$ cat config.mk
export PLATFORM = sky130hd
export DESIGN_NAME = pid_velocity_form_antiwindup
export DESIGN_NICKNAME = d
export VERILOG_FILES = /design/src/rtl/pvfa_pkg.sv /design/src/rtl/pvfa_front.sv /design/src/rtl/pvfa_queue.sv /design/src/rtl/pvfa_back.sv /design/src/rtl/pid_velocity_form_antiwindup.sv
export SDC_FILE = /design/constraint.sdc
export NUM_CORES = 2
export LEC_CHECK = 0
export ABC_AREA = 1
export ABC_CLOCK_PERIOD_IN_PS = 9750
export BUFFER_PORTS_ARGS = -buffer_cell sky130_fd_sc_hd__buf_2
export CAP_MARGIN = 20
export CORE_MARGIN = 2
export CORE_UTILIZATION = 40
export DETAILED_ROUTE_END_ITERATION = 16
export GPL_TIMING_DRIVEN = 0
export SLEW_MARGIN = 40
export SYNTH_ARGS = -nofsm -noshare
export SYNTH_HDL_FRONTEND = slang
export SYNTH_SLANG_ARGS = --single-unit
export TNS_END_PERCENT = 50
$ cat constraint.sdc
create_clock -name clk -period 9.75 [get_ports clk]
set_input_delay 0.975 -clock clk [delete_from_list [all_inputs] [get_ports clk]]
set_output_delay 0.975 -clock clk [all_outputs]
set_load 0.02 [all_outputs]
$ cat src/rtl/pvfa_pkg.sv
// ----------------------------------------------------------------------------
// pvfa_pkg
// Types, register codes and fixed-point constants shared by the velocity-form
// PID channel.
// ----------------------------------------------------------------------------
`default_nettype none

package pvfa_pkg;

	localparam int unsigned DATA_W    = 32;
	localparam int unsigned CFG_IDX_W = 3;
	localparam int unsigned MUL_W     = 33;
	localparam int unsigned PROD_W    = 2 * MUL_W;
	localparam int unsigned PSH_W     = PROD_W - 16;   // product after the Q16 shift
	localparam int unsigned ACC_W     = 54;
	localparam int unsigned DRV_W     = 40;
	localparam int unsigned WRAP_W    = 28;
	localparam int unsigned WCNT_W    = 4;

	// Register codes of the configuration port
	typedef enum logic [CFG_IDX_W-1:0] {
		REG_KI      = 3'd0,
		REG_KP      = 3'd1,
		REG_KD      = 3'd2,
		REG_LOW     = 3'd3,
		REG_HIGH    = 3'd4,
		REG_POLE    = 3'd5,
		REG_FIN     = 3'd6,
		REG_ANGULAR = 3'd7
	} reg_idx_t;

	// round(pi/180 * 2^32)
	localparam logic signed [MUL_W-1:0] DEG2RAD_Q32 = 33'sd74961321;
	localparam logic [WRAP_W-1:0] PI_Q16     = 28'd205887;
	localparam logic [WRAP_W-1:0] TWO_PI_Q16 = 28'd411775;
	// 2*pi*256, lifts any converted error into the positive range
	localparam logic [WRAP_W-1:0] WRAP_BIAS  = 28'd105414400;
	localparam logic [WCNT_W-1:0] WRAP_TOP   = 4'd8;

	localparam logic signed [DATA_W-1:0] LOW_LIMIT_RST  = -32'sd655360;
	localparam logic signed [DATA_W-1:0] HIGH_LIMIT_RST = 32'sd655360;

	typedef struct packed {
		logic signed [DATA_W-1:0] ki;
		logic signed [DATA_W-1:0] kp;
		logic signed [DATA_W-1:0] kd;
		logic signed [DATA_W-1:0] low;
		logic signed [DATA_W-1:0] high;
		logic [16:0]              pole;
		logic [30:0]              fin;
		logic                     angular;
	} cfg_t;

	// One sample as classified by the front end
	typedef struct packed {
		logic signed [DATA_W-1:0] pos;
		logic signed [DATA_W-1:0] rate;
		logic signed [DATA_W-1:0] ref_v;
		logic signed [DATA_W-1:0] lin_err;
		logic                     angular;
	} item_t;

	typedef enum logic [3:0] {
		ST_IDLE,
		ST_CONV_REF,
		ST_CONV_POS,
		ST_CONV_RATE,
		ST_CONV_END,
		ST_WRAP,
		ST_FILT_POLE,
		ST_FILT_IN,
		ST_FILT_SUM,
		ST_MUL_KP,
		ST_MUL_KD,
		ST_FINISH
	} state_t;

	function automatic logic signed [DATA_W-1:0] sat_to_32(input logic [ACC_W-1:0] v);
		logic fits;
		fits = (&v[ACC_W-1:DATA_W-1]) | ~(|v[ACC_W-1:DATA_W-1]);
		if (fits) begin
			return v[DATA_W-1:0];
		end
		return v[ACC_W-1] ? 32'sh8000_0000 : 32'sh7fff_ffff;
	endfunction

endpackage

`default_nettype wire

$ cat src/rtl/pvfa_front.sv
// ----------------------------------------------------------------------------
// pvfa_front
// Input side: takes a sample, tags its mode and precomputes the saturated
// linear error, then writes it into the sample queue.
// ----------------------------------------------------------------------------
`default_nettype none

module pvfa_front
	import pvfa_pkg::*;
(
	input  wire logic                     push,
	output logic                          full,
	input  wire logic signed [DATA_W-1:0] measured_value,
	input  wire logic signed [DATA_W-1:0] measured_rate,
	input  wire logic signed [DATA_W-1:0] target_value,
	input  wire logic                     angular,
	input  wire logic                     q_full,
	output logic                          q_wr,
	output item_t                         q_wdata
);

	logic [DATA_W:0] diff;

	assign diff = {target_value[DATA_W-1], target_value}
		- {measured_value[DATA_W-1], measured_value};

	assign full = q_full;
	assign q_wr = push && !q_full;

	always_comb begin
		q_wdata.pos     = measured_value;
		q_wdata.rate    = measured_rate;
		q_wdata.ref_v   = target_value;
		q_wdata.angular = angular;
		if (diff[DATA_W] != diff[DATA_W-1]) begin
			q_wdata.lin_err = diff[DATA_W] ? 32'sh8000_0000 : 32'sh7fff_ffff;
		end else begin
			q_wdata.lin_err = diff[DATA_W-1:0];
		end
	end

endmodule

`default_nettype wire

$ cat src/rtl/pvfa_queue.sv
// ----------------------------------------------------------------------------
// pvfa_queue
// Small register queue of classified samples between front end and sequencer.
// ----------------------------------------------------------------------------
`default_nettype none

module pvfa_queue
	import pvfa_pkg::*;
#(
	parameter int unsigned DEPTH = 2
) (
	input  wire logic  clk,
	input  wire logic  arst_n,
	input  wire logic  wr_en,
	input  wire item_t wr_data,
	output logic       full,
	input  wire logic  rd_en,
	output item_t      rd_data,
	output logic       valid
);

	localparam int unsigned PTR_W = (DEPTH > 1) ? $clog2(DEPTH) : 1;
	localparam int unsigned CNT_W = $clog2(DEPTH + 1);

	item_t            mem_q [DEPTH];
	logic [PTR_W-1:0] wr_ptr_q;
	logic [PTR_W-1:0] rd_ptr_q;
	logic [CNT_W-1:0] count_q;

	assign full    = (count_q == CNT_W'(DEPTH));
	assign valid   = (count_q != '0);
	assign rd_data = mem_q[rd_ptr_q];

	always_ff @(posedge clk) begin
		if (wr_en) begin
			mem_q[wr_ptr_q] <= wr_data;
		end
	end

	always_ff @(posedge clk or negedge arst_n) begin
		if (!arst_n) begin
			wr_ptr_q <= '0;
			rd_ptr_q <= '0;
			count_q  <= '0;
		end else begin
			if (wr_en) begin
				wr_ptr_q <= (wr_ptr_q == PTR_W'(DEPTH - 1)) ? '0 : wr_ptr_q + 1'b1;
			end
			if (rd_en) begin
				rd_ptr_q <= (rd_ptr_q == PTR_W'(DEPTH - 1)) ? '0 : rd_ptr_q + 1'b1;
			end
			case ({wr_en, rd_en})
				2'b10:   count_q <= count_q + 1'b1;
				2'b01:   count_q <= count_q - 1'b1;
				default: count_q <= count_q;
			endcase
		end
	end

endmodule

`default_nettype wire

$ cat src/rtl/pvfa_back.sv
// ----------------------------------------------------------------------------
// pvfa_back
// Sequencer: unit conversion, angle wrap, acceleration filter and drive
// update around one shared 33x33 multiplier; holds the result register.
// ----------------------------------------------------------------------------
`default_nettype none

module pvfa_back
	import pvfa_pkg::*;
(
	input  wire logic                     clk,
	input  wire logic                     arst_n,
	input  wire cfg_t                     cfg,
	input  wire logic                     q_valid,
	input  wire item_t                    q_rdata,
	output logic                          q_rd,
	output logic                          empty,
	input  wire logic                     pop,
	output logic signed [DATA_W-1:0]      drive,
	output logic                          saturated
);

	state_t state_q, state_nxt;

	// Per-sample working registers
	logic signed [DATA_W-1:0] pos_q, rate_q, ref_q, err_q;
	logic [WRAP_W-1:0]        wrap_q;
	logic [WCNT_W-1:0]        wrap_cnt_q;
	logic signed [PROD_W-1:0] prod_q;
	logic signed [ACC_W-1:0]  acc_q;

	// Channel state
	logic signed [DATA_W-1:0] accel_q, prior_rate_q, clamped_q;
	logic                     first_q;

	logic                     out_valid_q;
	logic signed [DATA_W-1:0] drive_q;
	logic                     sat_q;

	logic signed [MUL_W-1:0]  mul_a, mul_b;
	logic                     mul_en;
	logic                     slot_free;
	logic                     finish_go;

	logic signed [ACC_W-1:0]  prod_ext;
	logic [DATA_W-1:0]        prod_hi;
	logic [WRAP_W-1:0]        wrap_sub, wrap_nxt;
	logic signed [ACC_W-1:0]  accel_sum, u_sum;
	logic signed [DRV_W-1:0]  u40, low40, high40;
	logic signed [DATA_W-1:0] drive_nxt;
	logic                     sat_nxt;
	logic                     u_fits;

	assign prod_ext = {{(ACC_W-PSH_W){prod_q[PROD_W-1]}}, prod_q[PROD_W-1:16]};
	assign prod_hi  = prod_q[63:32];

	assign wrap_sub = TWO_PI_Q16 << wrap_cnt_q;
	assign wrap_nxt = (wrap_q >= wrap_sub) ? wrap_q - wrap_sub : wrap_q;

	assign accel_sum = acc_q + prod_ext;
	assign u_sum     = acc_q - prod_ext;

	// Unclamped drive saturates to 40 bits, then is clamped to the limits
	assign u_fits = (&u_sum[ACC_W-1:DRV_W-1]) | ~(|u_sum[ACC_W-1:DRV_W-1]);
	assign low40  = {{(DRV_W-DATA_W){cfg.low[DATA_W-1]}}, cfg.low};
	assign high40 = {{(DRV_W-DATA_W){cfg.high[DATA_W-1]}}, cfg.high};

	always_comb begin
		if (u_fits) begin
			u40 = u_sum[DRV_W-1:0];
		end else begin
			u40 = u_sum[ACC_W-1] ? {1'b1, {(DRV_W-1){1'b0}}} : {1'b0, {(DRV_W-1){1'b1}}};
		end
		if (u40 < low40) begin
			drive_nxt = cfg.low;
			sat_nxt   = 1'b1;
		end else if (u40 > high40) begin
			drive_nxt = cfg.high;
			sat_nxt   = 1'b1;
		end else begin
			drive_nxt = u40[DATA_W-1:0];
			sat_nxt   = 1'b0;
		end
	end

	assign slot_free = !out_valid_q || pop;

	// Next state
	always_comb begin
		state_nxt = state_q;
		unique case (state_q)
			ST_IDLE: begin
				if (q_valid) begin
					state_nxt = q_rdata.angular ? ST_CONV_REF : ST_FILT_POLE;
				end
			end
			ST_CONV_REF:  state_nxt = ST_CONV_POS;
			ST_CONV_POS:  state_nxt = ST_CONV_RATE;
			ST_CONV_RATE: state_nxt = ST_CONV_END;
			ST_CONV_END:  state_nxt = ST_WRAP;
			ST_WRAP: begin
				if (wrap_cnt_q == '0) begin
					state_nxt = ST_FILT_POLE;
				end
			end
			ST_FILT_POLE: state_nxt = ST_FILT_IN;
			ST_FILT_IN:   state_nxt = ST_FILT_SUM;
			ST_FILT_SUM:  state_nxt = ST_MUL_KP;
			ST_MUL_KP:    state_nxt = ST_MUL_KD;
			ST_MUL_KD:    state_nxt = ST_FINISH;
			ST_FINISH: begin
				if (slot_free) begin
					state_nxt = ST_IDLE;
				end
			end
			default: state_nxt = ST_IDLE;
		endcase
	end

	// Outputs of the sequencer: queue read and multiplier operands
	always_comb begin
		q_rd      = 1'b0;
		mul_en    = 1'b0;
		finish_go = 1'b0;
		mul_a     = '0;
		mul_b     = '0;
		unique case (state_q)
			ST_IDLE: q_rd = q_valid;
			ST_CONV_REF: begin
				mul_en = 1'b1;
				mul_a  = {ref_q[DATA_W-1], ref_q};
				mul_b  = DEG2RAD_Q32;
			end
			ST_CONV_POS: begin
				mul_en = 1'b1;
				mul_a  = {pos_q[DATA_W-1], pos_q};
				mul_b  = DEG2RAD_Q32;
			end
			ST_CONV_RATE: begin
				mul_en = 1'b1;
				mul_a  = {rate_q[DATA_W-1], rate_q};
				mul_b  = DEG2RAD_Q32;
			end
			ST_FILT_POLE: begin
				mul_en = 1'b1;
				mul_a  = {16'b0, cfg.pole};
				mul_b  = {accel_q[DATA_W-1], accel_q};
			end
			ST_FILT_IN: begin
				mul_en = 1'b1;
				mul_a  = {2'b0, cfg.fin};
				mul_b  = {rate_q[DATA_W-1], rate_q} - {prior_rate_q[DATA_W-1], prior_rate_q};
			end
			ST_FILT_SUM: begin
				mul_en = 1'b1;
				mul_a  = {cfg.ki[DATA_W-1], cfg.ki};
				mul_b  = {err_q[DATA_W-1], err_q};
			end
			ST_MUL_KP: begin
				// no rate term on the first sample
				mul_en = 1'b1;
				mul_a  = {cfg.kp[DATA_W-1], cfg.kp};
				mul_b  = first_q ? '0 : {rate_q[DATA_W-1], rate_q};
			end
			ST_MUL_KD: begin
				mul_en = 1'b1;
				mul_a  = {cfg.kd[DATA_W-1], cfg.kd};
				mul_b  = {accel_q[DATA_W-1], accel_q};
			end
			ST_FINISH: finish_go = slot_free;
			default: begin
			end
		endcase
	end

	// Datapath registers
	always_ff @(posedge clk) begin
		if (mul_en) begin
			prod_q <= mul_a * mul_b;
		end
		case (state_q)
			ST_IDLE: begin
				if (q_valid) begin
					pos_q  <= q_rdata.pos;
					rate_q <= q_rdata.rate;
					ref_q  <= q_rdata.ref_v;
					err_q  <= q_rdata.lin_err;
				end
			end
			ST_CONV_POS:  ref_q <= prod_hi;
			ST_CONV_RATE: pos_q <= prod_hi;
			ST_CONV_END: begin
				rate_q   <= prod_hi;
				// true value is positive and below 2^28, so modular math is exact
				wrap_q   <= ref_q[WRAP_W-1:0] - pos_q[WRAP_W-1:0] + PI_Q16 + WRAP_BIAS;
			end
			ST_WRAP: begin
				wrap_q <= wrap_nxt;
				if (wrap_cnt_q == '0) begin
					err_q <= {{(DATA_W-WRAP_W){1'b0}}, wrap_nxt}
						- {{(DATA_W-WRAP_W){1'b0}}, PI_Q16};
				end
			end
			ST_FILT_IN:  acc_q <= prod_ext;
			ST_MUL_KP:   acc_q <= {{(ACC_W-DATA_W){clamped_q[DATA_W-1]}}, clamped_q} + prod_ext;
			ST_MUL_KD:   acc_q <= acc_q - prod_ext;
			ST_FINISH: begin
				if (finish_go) begin
					drive_q <= drive_nxt;
					sat_q   <= sat_nxt;
				end
			end
			default: begin
			end
		endcase
	end

	// Control and channel state
	always_ff @(posedge clk or negedge arst_n) begin
		if (!arst_n) begin
			state_q      <= ST_IDLE;
			wrap_cnt_q   <= '0;
			accel_q      <= '0;
			prior_rate_q <= '0;
			clamped_q    <= '0;
			first_q      <= 1'b1;
			out_valid_q  <= 1'b0;
		end else begin
			state_q <= state_nxt;
			if (state_q == ST_CONV_END) begin
				wrap_cnt_q <= WRAP_TOP;
			end else if (state_q == ST_WRAP && wrap_cnt_q != '0) begin
				wrap_cnt_q <= wrap_cnt_q - 1'b1;
			end
			if (state_q == ST_FILT_SUM) begin
				accel_q <= first_q ? '0 : sat_to_32(accel_sum);
			end
			if (finish_go) begin
				clamped_q    <= drive_nxt;
				prior_rate_q <= rate_q;
				first_q      <= 1'b0;
				out_valid_q  <= 1'b1;
			end else if (pop) begin
				out_valid_q  <= 1'b0;
			end
		end
	end

	assign empty     = !out_valid_q;
	assign drive     = drive_q;
	assign saturated = sat_q;

endmodule

`default_nettype wire

$ cat src/rtl/pid_velocity_form_antiwindup.sv
// ----------------------------------------------------------------------------
// pid_velocity_form_antiwindup
// One channel of a velocity-form PID controller with back-calculation
// anti-windup, Q16.16 fixed point.
// ----------------------------------------------------------------------------
// A sample (measured value, measured rate, target) is pushed into a small
// queue and one drive command plus a saturation flag comes out of the result
// register for each sample, in order. A sequencer runs every product through
// one shared 33x33 multiplier (3 degree-to-radian conversions, 2 filter
// products, 3 gain products) and reduces the angle error with 9
// compare-subtract steps. The input queue (QUEUE_DEPTH samples) keeps
// accepting while the sequencer is busy, and a finished result waits in its
// register without stalling the next sample's work until it is needed. The
// user must write registers through the cfg port only while the block is
// idle; the block does not enforce this. cfg_ready is always high.
`default_nettype none

module pid_velocity_form_antiwindup
	import pvfa_pkg::*;
#(
	parameter int unsigned QUEUE_DEPTH = 2
) (
	input  wire logic                     clk,
	input  wire logic                     arst_n,
	input  wire logic                     push,
	output logic                          full,
	input  wire logic signed [DATA_W-1:0] measured_value,
	input  wire logic signed [DATA_W-1:0] measured_rate,
	input  wire logic signed [DATA_W-1:0] target_value,
	output logic                          empty,
	input  wire logic                     pop,
	output logic signed [DATA_W-1:0]      drive,
	output logic                          saturated,
	input  wire logic                     cfg_valid,
	output logic                          cfg_ready,
	input  wire logic [CFG_IDX_W-1:0]     cfg_index,
	input  wire logic [DATA_W-1:0]        cfg_data
);

	cfg_t  cfg_q;
	logic  q_full, q_wr, q_rd, q_valid;
	item_t q_wdata, q_rdata;

	assign cfg_ready = 1'b1;

	always_ff @(posedge clk or negedge arst_n) begin
		if (!arst_n) begin
			cfg_q.ki      <= '0;
			cfg_q.kp      <= '0;
			cfg_q.kd      <= '0;
			cfg_q.low     <= LOW_LIMIT_RST;
			cfg_q.high    <= HIGH_LIMIT_RST;
			cfg_q.pole    <= '0;
			cfg_q.fin     <= '0;
			cfg_q.angular <= 1'b0;
		end else if (cfg_valid && cfg_ready) begin
			unique case (reg_idx_t'(cfg_index))
				REG_KI:      cfg_q.ki      <= cfg_data;
				REG_KP:      cfg_q.kp      <= cfg_data;
				REG_KD:      cfg_q.kd      <= cfg_data;
				REG_LOW:     cfg_q.low     <= cfg_data;
				REG_HIGH:    cfg_q.high    <= cfg_data;
				REG_POLE:    cfg_q.pole    <= cfg_data[16:0];
				REG_FIN:     cfg_q.fin     <= cfg_data[30:0];
				REG_ANGULAR: cfg_q.angular <= cfg_data[0];
				default: begin
				end
			endcase
		end
	end

	pvfa_front u_front (
		.push           (push),
		.full           (full),
		.measured_value (measured_value),
		.measured_rate  (measured_rate),
		.target_value   (target_value),
		.angular        (cfg_q.angular),
		.q_full         (q_full),
		.q_wr           (q_wr),
		.q_wdata        (q_wdata)
	);

	pvfa_queue #(
		.DEPTH (QUEUE_DEPTH)
	) u_queue (
		.clk     (clk),
		.arst_n  (arst_n),
		.wr_en   (q_wr),
		.wr_data (q_wdata),
		.full    (q_full),
		.rd_en   (q_rd),
		.rd_data (q_rdata),
		.valid   (q_valid)
	);

	pvfa_back u_back (
		.clk       (clk),
		.arst_n    (arst_n),
		.cfg       (cfg_q),
		.q_valid   (q_valid),
		.q_rdata   (q_rdata),
		.q_rd      (q_rd),
		.empty     (empty),
		.pop       (pop),
		.drive     (drive),
		.saturated (saturated)
	);

endmodule

`default_nettype wire

-- Yosys cells after proc, flatten, opt, wreduce, memory -nomap -nowiden
Memory sizes are Yosys's and may differ from the RTL's.
Cells that the tools add are included.
- bits in writable memories: 258
- register bits: 628
- word-level logic and storage cells: 162
- memories: 1
- memories (memory ; depth ; bits a word ; rd ports ; clocked after Yosys merged registers in ; write ports ; line ; text):
    u_queue.mem_q ; 2 ; 129 ; 1 ; 0 ; 1 ; pvfa_queue.sv:25 ; item_t mem_q [DEPTH];
- multiply operators: 1
- bitwise gates (word level): 4
- $add $sub $neg: 15
- reduce and logical (&&, ||, !) cells: 40
- mux-type cells: 45
- magnitude comparators: 3
- equal/unequal tests: 25
- shift operators: 1
- operators with widths (kind ; number):
    two-way mux 32 bit ; 13
    case mux 33 bit (8 select lines) ; 1
    case mux 32 bit (2 select lines) ; 4
    case mux 33 bit (5 select lines) ; 1
    case mux 54 bit (3 select lines) ; 1
    two-way mux 40 bit ; 2
    multiplier 33 x 33 -> 66 bit ; 1
    subtractor 32 x 32 -> 33 bit ; 2
    case mux 28 bit (2 select lines) ; 1
    subtractor 28 bit ; 2
    adder 54 x 50 -> 54 bit ; 1
    subtractor 54 x 50 -> 54 bit ; 1
    adder 32 x 50 -> 51 bit ; 1
    case mux 4 bit (12 select lines) ; 1
    greater-than comparator 40 x 32 -> 1 bit ; 1
    < comparator 40 x 32 -> 1 bit ; 1
    two-way mux 33 bit ; 1
    subtractor 28 x 18 -> 29 bit (second input constant) ; 1
    adder 28 x 18 -> 28 bit (second input constant) ; 1
    adder 28 x 27 -> 28 bit (second input constant) ; 1
    >= comparator 28 bit ; 1
    two-way mux 28 bit ; 1
    << shifter 19 x 4 -> 28 bit (first input constant) ; 1
    AND reduction 2 bit ; 12
    37 further kinds ; 81

-- Longest topological paths before layout
- word-level depth: 8
- mapped depth: 52
- depth with buffers taken out: 52

-- By module
A second synthesis with hierarchy kept.
- cells, all modules: 12042
- area total of the unflattened synthesis: 97290.8 um^2
- modules (own cells, without submodules) (module ; area each (um^2) ; seq. area each (um^2) ; times used ; cells each):
    pvfa_back ; 75550.0 ; 11452.2 ; 1 ; 9809
    pvfa_queue ; 10211.0 ; 7847.5 ; 1 ; 698
    pid_velocity_form_antiwindup ; 8099.0 ; 5250.0 ; 1 ; 916
    pvfa_front ; 3430.8 ; 0.0 ; 1 ; 619

-- Least setup slack after synthesis
No wires, ideal clock.
- path type: reg2reg
- start: reg u_back.prior_rate_q[0]
- end: reg u_back.prod_q[51] (data pin)
- period minus slack after synthesis: 9.038 ns
- path slack: 0.712 ns
- library setup time: 0.265 ns
- stages on the path, launching flop included: 44
- required time: 9.485 ns
- arrival time: 8.773 ns
- cell sequence: dfrtp_1 > ha_1 > fa_1 > nand3b_1 > nand2_1 > nand2_1 > nand2_1 > a21oi_1 > o21ai_1 > a21boi_1 > o21ai_1 > a21oi_1 > o21ai_2 > nand4_1 > nand2_1 > a21oi_1 > o21ai_0 > nand2_1 > (+8 left out) > inv_1 > fa_1 > inv_1 > fa_1 > fa_1 > fa_1 > inv_1 > fa_1 > inv_1 > ha_1 > a21oi_1 > inv_1 > a31oi_1 > o21ai_0 > a221o_1 > a31oi_1 > o21ai_0 > xor2_1
- cells in the longest elaborated chain, start to end: 3
- ends and longest elaborated chain (element ; line ; text):
    start, declared ; pvfa_back.sv:33 ; logic signed [DATA_W-1:0] accel_q, prior_rate_q, clamped_q;
    start signal, assigned ; pvfa_back.sv:240 ; prior_rate_q <= rate_q;
    subtractor 32 x 32 -> 33 bit ; pvfa_back.sv:152 ; mul_b = {rate_q[DATA_W-1], rate_q} - {prior_rate_q[DATA_W-1], prior_rate_q};
    case mux 33 bit (5 select lines) ; pvfa_back.sv:127 ; unique case (state_q)
    multiplier 33 x 33 -> 66 bit ; pvfa_back.sv:179 ; prod_q <= mul_a * mul_b;
    end signal, assigned ; pvfa_back.sv:179 ;
    end, declared ; pvfa_back.sv:29 ; logic signed [PROD_W-1:0] prod_q;
No other way between the ends.
A chain may end at the register's enable or synchronous reset.

-- Worst setup path after layout
- start: reg u_back.rate_q[0]
- end: reg u_back.prod_q[64] (data pin)
- cells in the longest elaborated chain, start to end: 3
- elaborated cells between the ends (all ways): 5
- those cells by class: add/sub: 1; mul: 1; mux: 3
- ends and longest elaborated chain (element ; line ; text):
    start, declared ; pvfa_back.sv:26 ; logic signed [DATA_W-1:0] pos_q, rate_q, ref_q, err_q;
    start signal, assigned ; pvfa_back.sv:185 ; rate_q <= q_rdata.rate;
    start signal, assigned ; pvfa_back.sv:193 ; rate_q <= prod_hi;
    subtractor 32 x 32 -> 33 bit / two-way mux 33 bit (equally long branches) ; pvfa_back.sv:152, pvfa_back.sv:163 ;
    case mux 33 bit (5 select lines) ; pvfa_back.sv:127 ;
    multiplier 33 x 33 -> 66 bit (*) ; pvfa_back.sv:179 ;
Every way passes the cells marked *; elsewhere a longest branch is shown, timed or not.

==> impl_metrics.ini <==
[status]
outcome = finished, violations left
violations = negative setup slack

[place]
portBuffers = 170
placed_area_mm2 = 0.100
dp_hpwl_um = 347000
placed_cells = 14800
gp_congestion = 1.04

[timing]
fin_tns_setup_ns = -0.767
relSlewSlack = 0.367
finalWorstSetupSlack_ns = -0.244
fin_crit_sh = 1.03
worst_clock_skew_ns = 0.111
fmax_mhz = 100
setup_violations = 8
rsz0062_at_grt = true
slew_violations = 0
min_period_ns = 9.99
finalHoldViolations = 0
worst_pin_slew_ns = 0.947

[global_routing]
overflow = 0
track_usage = 0.342
grt_max_degree = 74
grt_first_pass_wirelength_um = 582000
grt_pass1_vias = 81800
antenna_found_initial = 19

[setup_path]
slowest_delay_ns = 0.58
cp.required_ns = 10.32
worst_setup_path_start_kind = register
crit_top_cell = fa_1
cp_slowest_cell = fa_2
crit_arrival_ns = 10.57
worstSetupPathType = reg -> reg
worstSetupEndpointType = register
crit_fanout = 10

[synth]
yosysWarnings = 0
syn_avg_cell_area_um2 = 8.23
synth_seq_cells = 870
synth_flop_cell = edfxtp_1
synth_edf_count = 551
synth_fp_nets = 13300
synth-async-reset-ratio = 0.367
syn_area_mm2 = 0.0940
ys_seq_area_frac = 0.261
synth_cells = 11400
synthDistinctLibCells = 73

[die]
start_util = 0.403
die_w_um = 489
die-area_mm2 = 0.239
rows = 177
core_mm2 = 0.233
die_y_um = 489
pin_count = 172

[detailed_routing]
wl_met2_um = 180000
drt-met1-wl_um = 164000
drt_iter0_drc = 9134
via_count = 83300
ant_nets = 0
drt_wl_total_um = 411000
drt-pass1-iter-count = 8
routed.top_layer = met5
wl_per_cell_um = 27.1
routed-wl-met3_um = 38600
viasPerCell = 5.49
remaining_drc_errors = 0

[min_path]
hold_class = in -> async

[clock_network]
clock_path_buffers = 3
htreeDepth = 3
clk_latency_ns = 0.79
cts_root_buf = clkbuf_16
ctsHoldBuffers = 0
cts_tree = built
cts_sinks = 870
clkTransAtPathRegs_ns = 0.07
numCtsBuffers = 98

[finish]
layout-drive-gt1-share = 0.119
most-common-layout-cells = nand2_1 (2705), inv_1 (2120), fa_1 (1102)
fin_nets = 13800
syn_to_final_growth_pct = 14.8
layout_commonest_cell = nand2_1
fin_cells = 15200
design_area_mm2 = 0.108
fill_cells = 23100

[run]
max-cap-violations = 0
critical path, delay by kind of cell (launching register included):
| kind | cells | cell delay [ns] |
|---|---|---|
| buffers and inverters | 7 | 0.88 |
| xor gates and xnor gates | 1 | 0.23 |
| DFF | 1 | 0.36 |
| and+or+nand+nor | 18 | 2.48 |
| adders and majority gates | 11 | 4.88 |
| AOI/OAI and AO/OA | 6 | 0.91 |
kinds of logic after synthesis:
kind of cell	after synthesis	share of synthesized area
buffers and inverters	2633	0.108
AND/OR/NAND/NOR	4244	0.184
adder cells (fa/ha/maj)	1728	0.320
flip-flops	870	0.261
AO/OA/AOI/OAI	1709	0.105
other	1	0.0000399
XOR/XNOR	235	0.0219
flip-flops by register name (all words and copies together) (netlist names), 50 cells and up:
name           count
u_queue.mem_q    258
cfg_q            209
u_back.prod_q     50
u_back.acc_q      54
final timing paths:
kind                                   start                   end  slack, ns  cells after the start
min in group clk           measured_rate[19]  u_queue.mem_q[1][84]       0.39                      1
min                                   arst_n            cfg_q[114]       0.07                      1
max                         u_back.rate_q[0]     u_back.prod_q[64]      -0.24                     43
max reg2reg                 u_back.rate_q[0]     u_back.prod_q[64]      -0.24                     43
min reg2reg                       cfg_q[192]            cfg_q[192]       0.49                      2
max in group asynchronous             arst_n    u_back.accel_q[16]       8.00                      5
cell type report:
| cell class | count | area (µm²) | area share |
|---|---|---|---|
| multi-input combinational | 7917 | 61300 | 0.568 |
| clock inverter | 64 | 746 | 0.00691 |
| clock buffer | 120 | 2680 | 0.0248 |
| inverter | 2217 | 8450 | 0.0783 |
| tap | 3132 | 3920 | 0.0363 |
| timing repair buffer | 438 | 3740 | 0.0347 |
| buffer | 415 | 2570 | 0.0238 |
| antenna | 5 | 12.5 | 0.000116 |
| sequential | 870 | 24600 | 0.228 |
synth_stat cells, types with 48 or more instances:
cell type,count,area share
nand2_1,2782,0.11
inv_1,2162,0.086
fa_1,1128,0.24
nor2_1,879,0.035
ha_1,600,0.080
o21ai_0,599,0.032
a21oi_1,565,0.030
edfxtp_1,551,0.18
clkbuf_1,312,0.012
dfrtp_1,302,0.080
nand3_1,234,0.012
xor2_1,177,0.016
a31oi_1,155,0.010
nand4_1,88,0.0059
xnor2_1,58,0.0054
a221oi_1,52,0.0048
nor3_1,49,0.0026
o211ai_1,48,0.0038
per-stage QoR:
stage          utilization  setup WS [ns]  hold slack (ns)
6_report             0.463         -0.244           0.0662
5_1_grt              0.463         -0.425           0.0607
4_1_cts              0.456         -0.261           0.0316
3_5_place_dp         0.431          -2.89            0.470
3_3_place_gp         0.423          -3.82            0.467
2_1_floorplan            -          0.712            0.440
layer usage:
metal | vias up | global-route usage
met4 | 12 | 0.200
met1 | 41500 | 0.447
li1 | 37000 | -
met3 | 826 | 0.0782
met5 | - | 0
met2 | 3971 | 0.521
timing repair:
action	CTS	global route
pin swaps	85	93
hold endpoints to repair	0	0
setup buffers	74	82
resized for setup	514	314
endpoints found under the setup margin	50	39
Power is left out: the tool's default activity adds up to more than one toggle a clock period on the data nets, which glitch-free logic cannot reach.
